[src/sv/tlqe_pkg.sv]
package tlqe_pkg;

  localparam int COORD_FRAC_BITS_DEF = 16;
  localparam int UNIT_ONE            = 16384;
  localparam int QUEUE_DEPTH         = 2;

  localparam int PADDR_W = 2;
  localparam logic [PADDR_W-1:0] ADDR_LINE_THICKNESS = '0;
  localparam logic [30:0] THICK_RESET = 31'd65536;

  typedef logic signed [31:0] coord_t;
  typedef logic signed [15:0] unit_t;
  typedef logic signed [33:0] wvec_t;

  // One expanded segment, handed from the front to the back
  typedef struct packed {
    coord_t [2:0] a;
    coord_t [2:0] b;
    coord_t [2:0] off;
    unit_t  [2:0] nrm;
  } seg_t;

endpackage

[src/sv/tlqe_queue.sv]
module tlqe_queue import tlqe_pkg::*; (
  input  logic  clk,
  input  logic  rst,
  input  logic  push,
  input  seg_t  wdata,
  output logic  full,
  input  logic  pop,
  output seg_t  rdata,
  output logic  empty
);

  localparam int PW = (QUEUE_DEPTH > 1) ? $clog2(QUEUE_DEPTH) : 1;
  localparam int CW = $clog2(QUEUE_DEPTH + 1);

  seg_t          mem [QUEUE_DEPTH];
  logic [PW-1:0] wp;
  logic [PW-1:0] rp;
  logic [CW-1:0] count;

  assign full  = (count == CW'(QUEUE_DEPTH));
  assign empty = (count == '0);
  assign rdata = mem[rp];

  always_ff @(posedge clk) begin
    if (push) mem[wp] <= wdata;
  end

  always_ff @(posedge clk) begin
    if (rst) begin
      wp    <= '0;
      rp    <= '0;
      count <= '0;
    end else begin
      if (push) wp <= (wp == PW'(QUEUE_DEPTH - 1)) ? '0 : wp + PW'(1);
      if (pop)  rp <= (rp == PW'(QUEUE_DEPTH - 1)) ? '0 : rp + PW'(1);
      if (push && !pop)      count <= count + CW'(1);
      else if (pop && !push) count <= count - CW'(1);
    end
  end

endmodule

[config.mk]
export PLATFORM = sky130hd
export DESIGN_NAME = tlqe_queue
export DESIGN_NICKNAME = d
export VERILOG_FILES = /design/src/sv/tlqe_pkg.sv /design/src/sv/tlqe_queue.sv
export SDC_FILE = /design/constraint.sdc
export NUM_CORES = 1
export LEC_CHECK = 0
export ABC_AREA = 1
export BUFFER_PORTS_ARGS = -buffer_cell sky130_fd_sc_hd__buf_4
export CORE_AREA = 2 2 263 265
export DETAILED_ROUTE_END_ITERATION = 7
export DIE_AREA = 0 0 265 267
export SYNTH_ARGS = -nofsm -noshare
export SYNTH_HDL_FRONTEND = slang
export SYNTH_SLANG_ARGS = --single-unit
export TNS_END_PERCENT = 10
[constraint.sdc]
create_clock -name clk -period 22.2 [get_ports clk]
set_input_delay 1.11 -clock clk [delete_from_list [all_inputs] [get_ports clk]]
set_output_delay 1.11 -clock clk [all_outputs]
set_load 0.05 [all_outputs]
# [After elaboration in Yosys (flattened, before gate mapping)]
# Memory sizes are Yosys's and may differ from the RTL's. A register that Yosys moved wholly into a read port is not among the register bits.
# Index checks and enable logic that the tools add are counted.
[word_totals] ramBits=672 latchBits=0 wordCells=23 out_inout_bits=338 mem_count=1 ff_bits=4 mem_bits_ro=0
[classes] n_addsub=4 div_mod_pow=0 shifts=0 mul=0 order_cmp=0 eq_ne=1 muxes=8 reduce_logical=6 n_bitwise=0
[mem_list] memory="mem" depth=2 word_bits=336 rd=1 rd_clocked_by_memory_dff=1 write_ports=1 line_no="tlqe_queue.sv:15" rtl="seg_t mem [QUEUE_DEPTH];"
[ops] op="1-bit 2-to-1 mux" count=6
[ops] op="2-bit 2-to-1 mux" count=2
[ops] op="1-bit adder (second input constant)" count=2
[ops] op="2-bit by 1-bit adder with 2-bit output (second input constant)" count=1
[ops] op="2-bit equality test (second input constant)" count=1
[ops] op="1-bit logical AND" count=2
[ops] op="1-bit zero test" count=2
[ops] op="2-bit zero test" count=1
[ops] op="2-bit nonzero test" count=1
[ops] op="2-bit by 1-bit subtractor with 2-bit output (second input constant)" count=1

# [Logic depth before layout (Yosys ltp)]
[logic_depth] word_depth=4 ltp_mapped=8

# [Least setup slack after synthesis]
# OpenSTA, ideal clock, no wires.
[synth_timing] path_type="input to register" startpoint="input port push" endpoint="memory mem[0][0] in the netlist's numbering, enable pin" required_ns=21.150 stages=2 path_buffers=0 arrival_ns=15.181 slack_ns=5.969 cell_sequence="inv_1 nor2_1"
[synth_between] elab_chain_cells=2
[synth_lines] item="start: declaration" line_no="tlqe_queue.sv:4" rtl="input logic push,"
[synth_lines] item="1-bit 2-to-1 mux" line_no="tlqe_queue.sv:25" rtl="if (push) mem[wp] <= wdata;"
[synth_lines] item="1-bit 2-to-1 mux (not written as such)" line_no="tlqe_queue.sv:25"
[synth_lines] item="end: declaration" line_no="tlqe_queue.sv:15"
# No other way between the ends.

==> run summary <==
status: finished clean
P&R area growth vs syn: 33.8%
area fraction in compound gates after synthesis: 0.0407%
Gate power share: 17.0%
worst slack at placement: 17.42 ns
CTS Hold Bufs: 0
NetSw: 0.866 mW
setup TNS: 0 ns
Post-Syn Nets: 1419
DP HPWL: 40.5 mm
RR Startpoint: wp
hold_sp: rp
FF-to-FF End: mem[1][130]
starting density of the core: 36.2%
Top Usage Layer GRT: met2
First-pass DRT Iterations: 4
Clock Skews: 0.0236 ns
Syn Area/Cell: 22.8 µm²
initial antenna violation count: 7
Clock Power Share: 36.1%
post-cts sizing count: 0
Pwr Total: 3.20 mW
most common cell after layout, fill and taps aside: buf_4
layout cells sized above 1: 60.7%
GRT Total Usage: 16.1%
VDD IR-drop max: 65.9 µV
vias in the first global route: 13600
CTS buffer count: 72
core footprint: 68000 µm²
Fmax: 188 MHz
number of core rows: 96
worst-skew pair later-pin latency: 0.61 ns
initial DRC count: 834
total global routing overflow: 0
Final Hold Viols: 0
fraction of the mapped netlist area in simple logic gates: 0.249%
CP max FO: 78
# setup viols final: 0
Arrival @ worst endpoint: 4.22 ns
Die Wd: 265 µm
leakage: 12.3 nW
gpl congestion: 0.801
Final nets: 2142
final worst slack: 16.87 ns
max-cap violations: 0
reg2reg setup slack: 18.61 ns
fillcell total: 5692
DR DRC count: 0
Synth Area in XOR/XNOR: 0.0356%
M3 GR Usage: 6.90%
Power Density: 97.3 nW/µm²
Die H: 267 µm
Netlist cell types: 17
I/O pins: 678
Clock transition at path regs: 0.06 ns
Root Driver: clkbuf_16
Total Wirelength: 59.6 mm
Seq pwr share: 46.9%
unrepaired setup endpoints after global routing: false
Tcrit/Tclk final: 24.0%
post-synthesis mux area share: 16.0%
drt via density: 4.62
Yosys warning total: 0
Final min period: 5.33 ns
M1 GR Usage: 16.9%
internal power: 2.34 mW
Least-Margin Pin Slew: 1.16 ns
Net Sw Frac: 27.0%
CTS sink count: 677
synthesized area: 24600 µm²
largest family of logic cells by synthesized area: multiplexers
cell count after synthesis: 1078
largest net degree at the start of global routing: 166
Hold Path Class: reg2reg
total number of vias: 12700
Yosys reg bits: 677
Post-Synth Adder-Cell Area: 0.0508%
CTS tree: built
worst-case clock buffer depth: 3
CP Launch Type: flip-flop
port bufs: 677
Seq/Total Area, Yosys: 82.4%
Slew headroom: 22.9%
met2 Use GR: 28.4%
first-pass GRT wire length: 84.5 mm
worst reg-to-reg path cell count: 4
Final ANT Viol Nets: 0
area of the die: 70800 µm²
Required @ worst endpoint: 21.09 ns
hold path cells: 2
critical path class: reg2out
commonest non-fill, non-tap cells in the layout: buf_4, edfxtp_1, mux2_2
Setup Fix Bufs, Post-CTS: 0
Avg WL per Cell: 21.7 µm
final slew viol count: 0
H-tree levels: 3
CP Capture Type: primary output
-- synth_stat cells --
cell type / n / area (µm²)
nand3_1: 1 / 5.00
mux2_4: 40 / 601
nand4_1: 1 / 6.26
nand2_1: 5 / 18.8
o21ai_0: 1 / 5.00
xnor2_1: 1 / 8.76
ha_1: 1 / 12.5
inv_1: 9 / 33.8
mux2_2: 296 / 3330
buf_2: 12 / 60.1
edfxtp_1: 672 / 20200
nor2_1: 7 / 26.3
a21oi_1: 1 / 5.00
buf_6: 5 / 56.3
buf_4: 20 / 150
nor3_1: 1 / 5.00
dfxtp_1: 5 / 100
-- power groups by stage --
stage / Combinational (mW) / Sequential (mW) / Clock [mW]
6_report: 0.545 / 1.50 / 1.16
5_1_grt: 0.567 / 1.51 / 1.24
4_1_cts: 0.551 / 1.51 / 1.19
3_5_place_dp: 0.549 / 1.53 / 0
3_3_place_gp: 0.545 / 1.53 / 0
2_1_floorplan: 0.367 / 1.55 / 0
-- per-layer routing --
metal / routed length (µm) / up-vias
li1: - / 5756
met1: 20800 / 6347
met2: 31200 / 497
met3: 5990 / 93
met4: 1560 / 2
met5: 12 / -
-- state kept, by name, summed over array words and instances, names as in the netlist, named ones only --
name,count
mem,672
rp,1
wp,1
count,2
-- logic make-up after synthesis --
logic type,count (synthesis)
AND/OR/NAND/NOR,15
adder cells (fa/ha/maj),1
flip-flops,677
multiplexers,336
buffers and inverters,46
XOR/XNOR,1
AO/OA/AOI/OAI,2
-- worst max-delay path by stage --
stage | endpoint | slack [ns] | cells past startpoint
global placement | rdata[112] | 17.51 | 4
floorplan | mem[0][0] | 5.97 | 2
global route | rdata[171] | 16.58 | 4
finish | rdata[130] | 16.87 | 4
CTS | rdata[171] | 16.75 | 4
detailed placement | rdata[171] | 17.42 | 4
-- worst max-delay path, stage by stage (launching register included) --
cell and delay (ns):
dfxtp_4 1.05, buf_4 0.94, buf_4 0.84, mux2_2 0.42, buf_4 0.19
-- per-stage QoR --
stage / instances / area (µm²) / util (%) / hold slack, ns
after detailed placement: 2609 / 30600 / 45.1 / 0.512
after CTS: 2741 / 32900 / 48.4 / 0.528
after global routing: 2745 / 32900 / 48.4 / 0.553
after global placement: 2609 / 30600 / 45.1 / 0.498
after floorplan: 1078 / 24600 / - / 0.480
final: 2748 / 32900 / 48.4 / 0.526
-- final cells by class --
class	count	area [µm²]	share of cell area [%]
timing repair buffer	686	5170	15.7
multi-input combinational	355	4030	12.2
clock buffer	92	1930	5.86
antenna	7	17.5	0.0532
inverter	9	41.3	0.125
clock inverter	40	349	1.06
tap	882	1100	3.35
sequential	677	20300	61.6
Note: power is estimated with default switching activity, not from simulation.
