File: src/sv/tlqe_pkg.sv
package tlqe_pkg;

  localparam int COORD_FRAC_BITS_DEF = 16;
  localparam int UNIT_ONE            = 16384;
  localparam int QUEUE_DEPTH         = 2;

  localparam int PADDR_W = 2;
  localparam logic [PADDR_W-1:0] ADDR_LINE_THICKNESS = '0;
  localparam logic [30:0] THICK_RESET = 31'd65536;

  typedef logic signed [31:0] coord_t;
  typedef logic signed [15:0] unit_t;
  typedef logic signed [33:0] wvec_t;

  // One expanded segment, handed from the front to the back
  typedef struct packed {
    coord_t [2:0] a;
    coord_t [2:0] b;
    coord_t [2:0] off;
    unit_t  [2:0] nrm;
  } seg_t;

endpackage

File: src/sv/tlqe_back.sv
module tlqe_back import tlqe_pkg::*; (
  input  logic          clk,
  input  logic          rst,
  input  logic          q_empty,
  input  seg_t          q_data,
  output logic          pop,
  output logic          out_valid,
  input  logic          out_stall,
  output coord_t [2:0]  vertex,
  output unit_t  [2:0]  normal,
  output logic [1:0]    corner,
  output logic          last
);

  seg_t        cur;
  logic        cur_valid;
  logic [1:0]  k;
  logic        load;
  logic        plus;
  coord_t [2:0] pos;

  assign pop  = !cur_valid && !q_empty;
  assign load = cur_valid && (!out_valid || !out_stall);
  assign plus = (k == 2'd1) || (k == 2'd2);

  always_comb begin
    logic signed [33:0] p;
    logic signed [33:0] o;
    logic signed [33:0] sum;
    for (int i = 0; i < 3; i++) begin
      p   = k[1] ? 34'(cur.b[i]) : 34'(cur.a[i]);
      o   = 34'(cur.off[i]);
      sum = plus ? (p + o) : (p - o);
      if (sum > 34'sd2147483647)        pos[i] = 32'sh7fffffff;
      else if (sum < -34'sd2147483648)  pos[i] = 32'sh80000000;
      else                              pos[i] = sum[31:0];
    end
  end

  always_ff @(posedge clk) begin
    if (pop) cur <= q_data;
    if (load) begin
      vertex <= pos;
      normal <= cur.nrm;
      corner <= k;
      last   <= (k == 2'd3);
    end
  end

  always_ff @(posedge clk) begin
    if (rst) begin
      cur_valid <= 1'b0;
      out_valid <= 1'b0;
      k         <= '0;
    end else begin
      if (pop) begin
        cur_valid <= 1'b1;
        k         <= '0;
      end
      if (load) begin
        out_valid <= 1'b1;
        k         <= k + 2'd1;
        if (k == 2'd3) cur_valid <= 1'b0;
      end else if (!out_stall) begin
        out_valid <= 1'b0;
      end
    end
  end

endmodule

File: config.mk
export PLATFORM = sky130hd
export DESIGN_NAME = tlqe_back
export DESIGN_NICKNAME = d
export VERILOG_FILES = /design/src/sv/tlqe_pkg.sv /design/src/sv/tlqe_back.sv
export SDC_FILE = /design/constraint.sdc
export NUM_CORES = 1
export LEC_CHECK = 0
export BUFFER_PORTS_ARGS = -buffer_cell sky130_fd_sc_hd__buf_2
export CORE_ASPECT_RATIO = 1.5
export CORE_MARGIN = 4
export CORE_UTILIZATION = 42
export DETAILED_ROUTE_END_ITERATION = 16
export PLACE_DENSITY_LB_ADDON = 0.25
export SYNTH_ARGS = -nofsm -noshare
export SYNTH_HDL_FRONTEND = slang
export SYNTH_SLANG_ARGS = --single-unit
File: constraint.sdc
create_clock -name clk -period 75.1 [get_ports clk]
set_input_delay 18.775 -clock clk [delete_from_list [all_inputs] [get_ports clk]]
set_output_delay 18.775 -clock clk [all_outputs]
set_load 0.1 [all_outputs]
* Word-level counts from Yosys, hierarchy flattened *
Cells that the tools add are included.

cells by class
  add/subtract/negate cells = 7
  order comparisons = 6
  eq/ne operators = 4
  muxes and demuxes = 16
  reductions and logical operators = 9

operators by type and width
  cell                                                              number
  two-way mux 34 bit                                                6
  adder 34 x 32 -> 34 bit                                           3
  greater-than comparator 34 x 32 -> 1 bit (second input constant)  3
  less-than comparator 34 x 32 -> 1 bit (second input constant)     3
  subtractor 34 x 32 -> 34 bit                                      3
  two-way mux 32 bit                                                3
  two-way mux 1 bit                                                 5
  == test 2 bit (second input constant)                             2
  zero test 1 bit                                                   4
  two-way mux 2 bit                                                 2
  adder 2 x 1 -> 2 bit (second input constant)                      1
  == test 2 x 1 -> 1 bit (second input constant)                    1
  logical AND 1 bit                                                 2
  logical OR 1 bit                                                  2
  inequality test 2 x 1 -> 1 bit (second input constant)            1
  nonzero test 2 bit                                                1

word-level totals
  register bits = 487
  input port bits = 340
  output and inout port bits = 149

* Depth between registers and ports, before layout *
Gate-level depths: netlist (run 1).

  depth after elaboration = 5
  gate-level depth with buffers = 21

* Least setup slack after synthesis (run 1) *
Ideal clock, no wire load.

  path type = in2out
  start = input q_empty
  end = output pop
  arrival = 33.968 ns
  required time = 56.325 ns
  path slack = 22.357 ns
  cell stages on the path = 1
  path through = nor2_1

on the way
  longest elaborated chain between the ends = 2

RTL lines
  element            RTL line         source
  start, declared    tlqe_back.sv:4   input logic q_empty,
  zero test 1 bit    tlqe_back.sv:22  assign pop = !cur_valid && !q_empty;
  logical AND 1 bit  tlqe_back.sv:22
  end, declared      tlqe_back.sv:6   output logic pop,

Every way passes these cells.

* Final worst setup path (run 1) *
Same ends and word-level chain as after synthesis.

==> reports/metrics.yaml, run 1 <==
portBuffers: 488
hold_depth: 0
ys_types: 79
rows: 106
totalWireLength_um: 61300
postCtsSetupBuffers: 0
hold_buffers: 0
max_cap_violations: 0
die_y_um: 300
holdWs_ns: 0.412
grt_max_degree: 153
grtUsageTotal_pct: 19.4
hold_violations: 0
hold_path_class: "register to register"
cp_cell_sequence: "buf_2, nor2_4, buf_4, buf_2"
setup_viol: 0
syn-instance-count: 1792
ctsResizeCount: 0
place_congestion: 0.899
finalSetupTns_ns: 0
wire_per_inst_um: 19.9
clock-sinks: 487
syn_nets: 2238
antenna_found_initial: 16
drive_gt1_share_pct: 30.3
grt_pass1_vias: 17000
slew_viol_final: 0
critPathArrivalTime_ns: 20.60
r2r.worst_path.cells: 16
synthToLayoutAreaGrowth_pct: 20.2
die-area_mm2: 0.0609
cp-end-kind: "output port"
start_kind: "primary input"
initial_core_util_pct: 42.6
rsz0062_at_grt: "false"
final_util_pct: 51.2
synth_edf_count: 483
synth_area_leaders: "edfxtp_1 (61%), ha_1 (5.4%), mux2_2 (4.7%), xor2_1 (4.0%), a21o_1 (3.6%)"
required_ns: 56.33
synth_area_mm2: 0.0239
synth_warnings: 0
peakVddDrop_mv: 0.0234
clock_latency_ns: 0.57
p_per_area_mw_per_mm2: 31.9
overflow: 0
synth_top_flop_cell: "edfxtp_1"
drc: 0
timing.final.crit_share_pct: 52.4
max_freq_mhz: 25.4
outcome: "finished, final reports clean"
syn_area_per_cell_um2: 13.3
crit_top_cell: "buf_2"
io_pins: 489
cpMaxStageDelayCell: "nor2_4"
cts-htree-levels: 2
crit_fanout: 27
numCtsBuffers: 47
hpwl_um: 46000
cts_tree: "built"
ys_async_sr_fraction_pct: 0
leakage_nw: 11.3
drtIter0Drc: 897
synth_top_area_cell: "edfxtp_1"
clock_skew_ns: 0.0163
cpPeakStageDelay_ns: 0.64
yosys.area.top_type_share_pct: 60.7
period_minus_slack_ns: 39.37
first_pass_iters: 6
vias: 16300
clockBufferDepth: 3
coreArea_mm2: 0.0561
clkSlewWorstSetupHoldPaths_ns: 0.07
die_x_um: 203
avgViaCountPerCell: 5.28
tightest_slew_ns: 1.14
critPathKind: "primary input to output port"
slew_headroom_pct: 23.0
timing.reg2reg.setup_slack_ns: 68.68
ant_nets: 0
clockRootBuffer: "clkbuf_16"
ys_seq_area_share_pct: 61.0
grt_pass1_wl_um: 93500
layout.nets: 2728
ys_seq_elements: 487
[flip-flops by register name (all words and copies together) (netlist names)]
signal / flops
cur_valid: 1
normal: 48
vertex: 96
k: 2
corner: 2
cur: 336
out_valid: 1
last: 1
[synth_stat cells (all sizes together), types with 8 or more instances]
cell	n
mux2	99
xor2	109
xnor2	69
or4	8
o211ai	10
inv	40
o21bai	12
nand2b	11
ha	103
nand3	14
o21a	19
nor4	18
nand2	73
o21ai	93
buf	15
nor2b	11
o31ai	13
nor2	105
nand4	18
a21oi	147
a21o	114
edfxtp	483
nor3	34
a31oi	11
clkbuf	47
a211oi	11
[final cells by class]
type / instances / area, um^2
Tap cell: 756 / 946
Inverter: 40 / 150
Clock inverter: 28 / 288
Antenna cell: 14 / 35.0
Fill cell: 4907 / 27400
Sequential cell: 487 / 14600
Multi-Input combinational cell: 1203 / 8920
Clock buffer: 58 / 1240
Timing Repair Buffer: 503 / 2570
[per-stage QoR]
| step | total power, mW | area [um^2] | std cells | worst slack, ns |
|---|---|---|---|---|
| CTS | 0.925 | 28700 | 3075 | 35.69 |
| finish | 0.917 | 28700 | 3089 | 35.73 |
| global route | 0.962 | 28700 | 3082 | 35.60 |
| detailed placement | 0.687 | 27200 | 2989 | 35.70 |
| floorplan | 0.627 | 23900 | 1792 | 22.36 |
| global placement | 0.684 | 27200 | 2989 | 35.74 |
[kinds of logic after synthesis]
group | count (synthesis) | synth area share [%]
AO/OA/AOI/OAI | 484 | 13.1
XOR/XNOR | 178 | 6.55
adder cells (fa/ha/maj) | 106 | 5.64
buffers and inverters | 102 | 1.84
flip-flops | 487 | 61.0
multiplexers | 103 | 4.88
AND/OR/NAND/NOR | 332 | 6.95
[final timing paths]
kind / from / endpoint
setup reg to reg: k[1] / vertex[16]
hold reg to reg: cur[13] / normal[13]
setup / recovery: q_empty / pop
hold / removal: cur[13] / normal[13]
[layer usage]
| layer | GRT usage [%] | up-vias | part of all wire, % | wire (um) |
|---|---|---|---|---|
| li1 | - | 7826 | - | - |
| met1 | 22.2 | 7832 | 38 | 23400 |
| met2 | 35.1 | 520 | 51 | 31400 |
| met3 | 4.51 | 127 | 6.5 | 3970 |
| met4 | 7.55 | 6 | 4.1 | 2510 |
| met5 | 0 | - | 0.067 | 41 |
[worst max-delay path: cells and delay by family]
kind,cells,cell delay [ns]
buf+inv,3,1.15
simple gates,1,0.64
[placed cells by master, fill, tap and decap left out, types with 14 or more instances in the layout]
cell type  instances
a21o_1           114
a21oi_1          143
buf_2            488
buf_4             14
clkbuf_16         48
diode_2           14
edfxtp_1         483
ha_1             102
inv_1             40
mux2_2            99
nand2_1           73
nand3_1           14
nand4_1           18
nor2_1           104
nor3_1            34
nor4_1            16
o21a_1            19
o21ai_0           76
o21ai_1           16
xnor2_1           69
xor2_1           108
[report_power, final]
group          internal, mW  switching (mW)  leakage [nW]  total, mW
Clock                 0.135          0.0998         0.738      0.235
Sequential            0.340          0.0102          4.61      0.350
Combinational        0.0946           0.237          5.99      0.332
Total                 0.570           0.347          11.3      0.917
Power figures use the tool's default switching activity.
==> inputs of run 2 (changes only) <==
==> constraint.sdc (replaced) <==
create_clock -name clk -period 36.4 [get_ports clk]
set_input_delay 9.1 -clock clk [delete_from_list [all_inputs] [get_ports clk]]
set_output_delay 9.1 -clock clk [all_outputs]
set_load 0.1 [all_outputs]
==> run 2 against run 1 <==
  * Clock power grew 110%
  * Power grew 110%
  * Die area stayed put
  * Hold slack better by 0.0057 ns
  * Routed wire length increased by 0.20%
  * Via count down 0.37%
  * Sequential power increased by 110%
  * Setup slack worse by 18 ns
==> reports/metrics.yaml, run 2 (synthesized netlist as in run 1, its figures left out) <==
hold_path_end: "normal[15]"  # was normal[13]
dr_wl_met2_um: 32200  # was 31400 um
start_kind: "primary input"  # unchanged
vias: 16300  # about the same
portBuffers: 488  # unchanged
io_pins: 489  # unchanged
cp_cell_sequence: "buf_2, nor2_4, buf_2"  # was buf_2, nor2_4, buf_4, buf_2
die_x_um: 203  # unchanged
wl_met1_um: 22900  # was 23400 um
timing.final.crit_share_pct: 52.5
largestRegisters: "cur (336), vertex (96), normal (48)"  # unchanged
layout_commonest_cell: "buf_2"  # unchanged
critPathKind: "primary input to output port"  # unchanged
r2r.worst_path.cells: 16  # unchanged
max_freq_mhz: 52.3
rows: 106  # unchanged
grtUsageTotal_pct: 19.5  # was 19.4%
antenna_found_initial: 7  # was 16
p_per_area_mw_per_mm2: 66.1  # was 31.9 mW/mm^2
timing.reg2reg.setup_slack_ns: 30.06  # was 68.68 ns
peakVddDrop_mv: 0.0472  # was 0.0234 mV
drtIter0Drc: 801  # was 897
critical_path_buf_inv_count: 2  # was 3
leakage_nw: 11.3  # about the same
clkSlewWorstSetupHoldPaths_ns: 0.06  # was 0.07 ns
cpPeakStageDelay_ns: 0.51  # was 0.64 ns
layout.nets: 2727  # was 2728
hold_violations: 0  # unchanged
grt_pass1_wl_um: 94200  # was 93500 um
outcome: "finished, final reports clean"  # unchanged
clock-sinks: 487  # unchanged
path_depth: 3  # was 4
die_y_um: 300  # unchanged
clockRootBuffer: "clkbuf_16"  # unchanged
period_minus_slack_ns: 19.13
critPathArrivalTime_ns: 10.03  # was 20.60 ns
drc: 0  # unchanged
cp-end-kind: "output port"  # unchanged
wire_per_inst_um: 20.0  # was 19.9 um
postCtsSetupBuffers: 0  # unchanged
synthToLayoutAreaGrowth_pct: 20.2  # about the same
crit_fanout: 4  # was 27
rsz0062_at_grt: "false"  # unchanged
mostFrequentLayoutCells: "buf_2 (488), edfxtp_1 (483), a21oi_1 (143), a21o_1 (114), xor2_1 (108)"  # unchanged
required_ns: 27.30  # was 56.33 ns
clock_skew_ns: 0.0126  # was 0.0163 ns
first_pass_iters: 5  # was 6
totalWireLength_um: 61500  # was 61300 um
hpwl_um: 46000  # about the same
initial_core_util_pct: 42.6  # unchanged
finalSetupTns_ns: 0  # unchanged
cts-htree-levels: 2  # unchanged
die-area_mm2: 0.0609  # unchanged
hold_buffers: 0  # unchanged
place_congestion: 0.911  # was 0.899
finish.instance_area_mm2: 0.0287  # about the same
r2r-start: "k[1]"  # unchanged
rr_endpoint: "vertex[16]"  # unchanged
coreArea_mm2: 0.0561  # unchanged
numCtsBuffers: 47  # unchanged
ant_nets: 0  # unchanged
slew_headroom_pct: 30.6  # was 23.0%
hp-start: "cur[15]"  # was cur[13]
met3WireLength_um: 4380  # was 3970 um
hold_path_class: "register to register"  # unchanged
clock_latency_ns: 0.58  # was 0.57 ns
tightest_slew_ns: 1.03  # was 1.14 ns
grt_max_degree: 153  # unchanged
drive_gt1_share_pct: 30.3  # about the same
setup_viol: 0  # unchanged
hold_depth: 0  # unchanged
placed_area_mm2: 0.0272  # about the same
critPathTopFamily: "buffers and inverters"  # unchanged
largest_reg_flops: 336  # unchanged
overflow: 0  # unchanged
regMostFlops: "cur"  # unchanged
cts_tree: "built"  # unchanged
avgViaCountPerCell: 5.28  # about the same
top_layer: "met5"  # unchanged
max_cap_violations: 0  # unchanged
slew_viol_final: 0  # unchanged
ctsResizeCount: 0  # unchanged
cpMaxStageDelayCell: "buf_2"  # was nor2_4
crit_top_cell: "buf_2"  # unchanged
grt_pass1_vias: 16900  # was 17000
clockBufferDepth: 3  # unchanged
[run 2: changes by cell type in the layout (fill, tap and decap cells not counted), moves of 2 or more]
| cell | previous run | this run |
|---|---|---|
| inv_6 | 3 | 0 |
| buf_4 | 14 | 12 |
| clkinv_1 | 10 | 7 |
| diode_2 | 14 | 8 |
[run 2: layer usage]
layer | global-route usage, % | up-vias
met3 | 4.82 | 100
li1 | - | 7823
met5 | 0 | -
met4 | 6.55 | 2
met1 | 22.2 | 7797
met2 | 35.8 | 529
[run 2: worst max-delay path by stage]
stage	start	slack, ns	endpoint
3_3_place_gp	q_empty	17.23	pop
2_1_floorplan	q_empty	3.01	pop
3_5_place_dp	q_empty	17.23	pop
4_1_cts	q_empty	17.23	pop
6_report	q_empty	17.27	pop
5_1_grt	q_empty	17.21	pop
[run 2: power breakdown]
part           internal [mW]  switching [mW]
Clock                  0.281           0.209
Combinational          0.195           0.490
Sequential             0.702          0.0214
Total                   1.18           0.720
[run 2: per-stage QoR]
| stage | total power, mW | instances | worst slack, ns | utilization, % | hold slack, ns |
|---|---|---|---|---|---|
| 2_1_floorplan | 1.29 | 1792 | 3.01 | - | 0.400 |
| 3_3_place_gp | 1.41 | 2988 | 17.23 | 48.4 | 0.400 |
| 3_5_place_dp | 1.42 | 2988 | 17.23 | 48.4 | 0.405 |
| 4_1_cts | 1.92 | 3070 | 17.23 | 51.2 | 0.418 |
| 5_1_grt | 1.99 | 3071 | 17.21 | 51.2 | 0.422 |
| 6_report | 1.90 | 3078 | 17.27 | 51.2 | 0.417 |
[run 2: layout make-up]
type	instances	area, um^2
multi-input cells	1203	8920
repair buffers	502	2570
fillers	4901	27400
clock inverters	25	313
well taps	756	946
diodes	8	20.0
clock buffers	57	1210
flip-flops and latches	487	14600
inverters	40	150
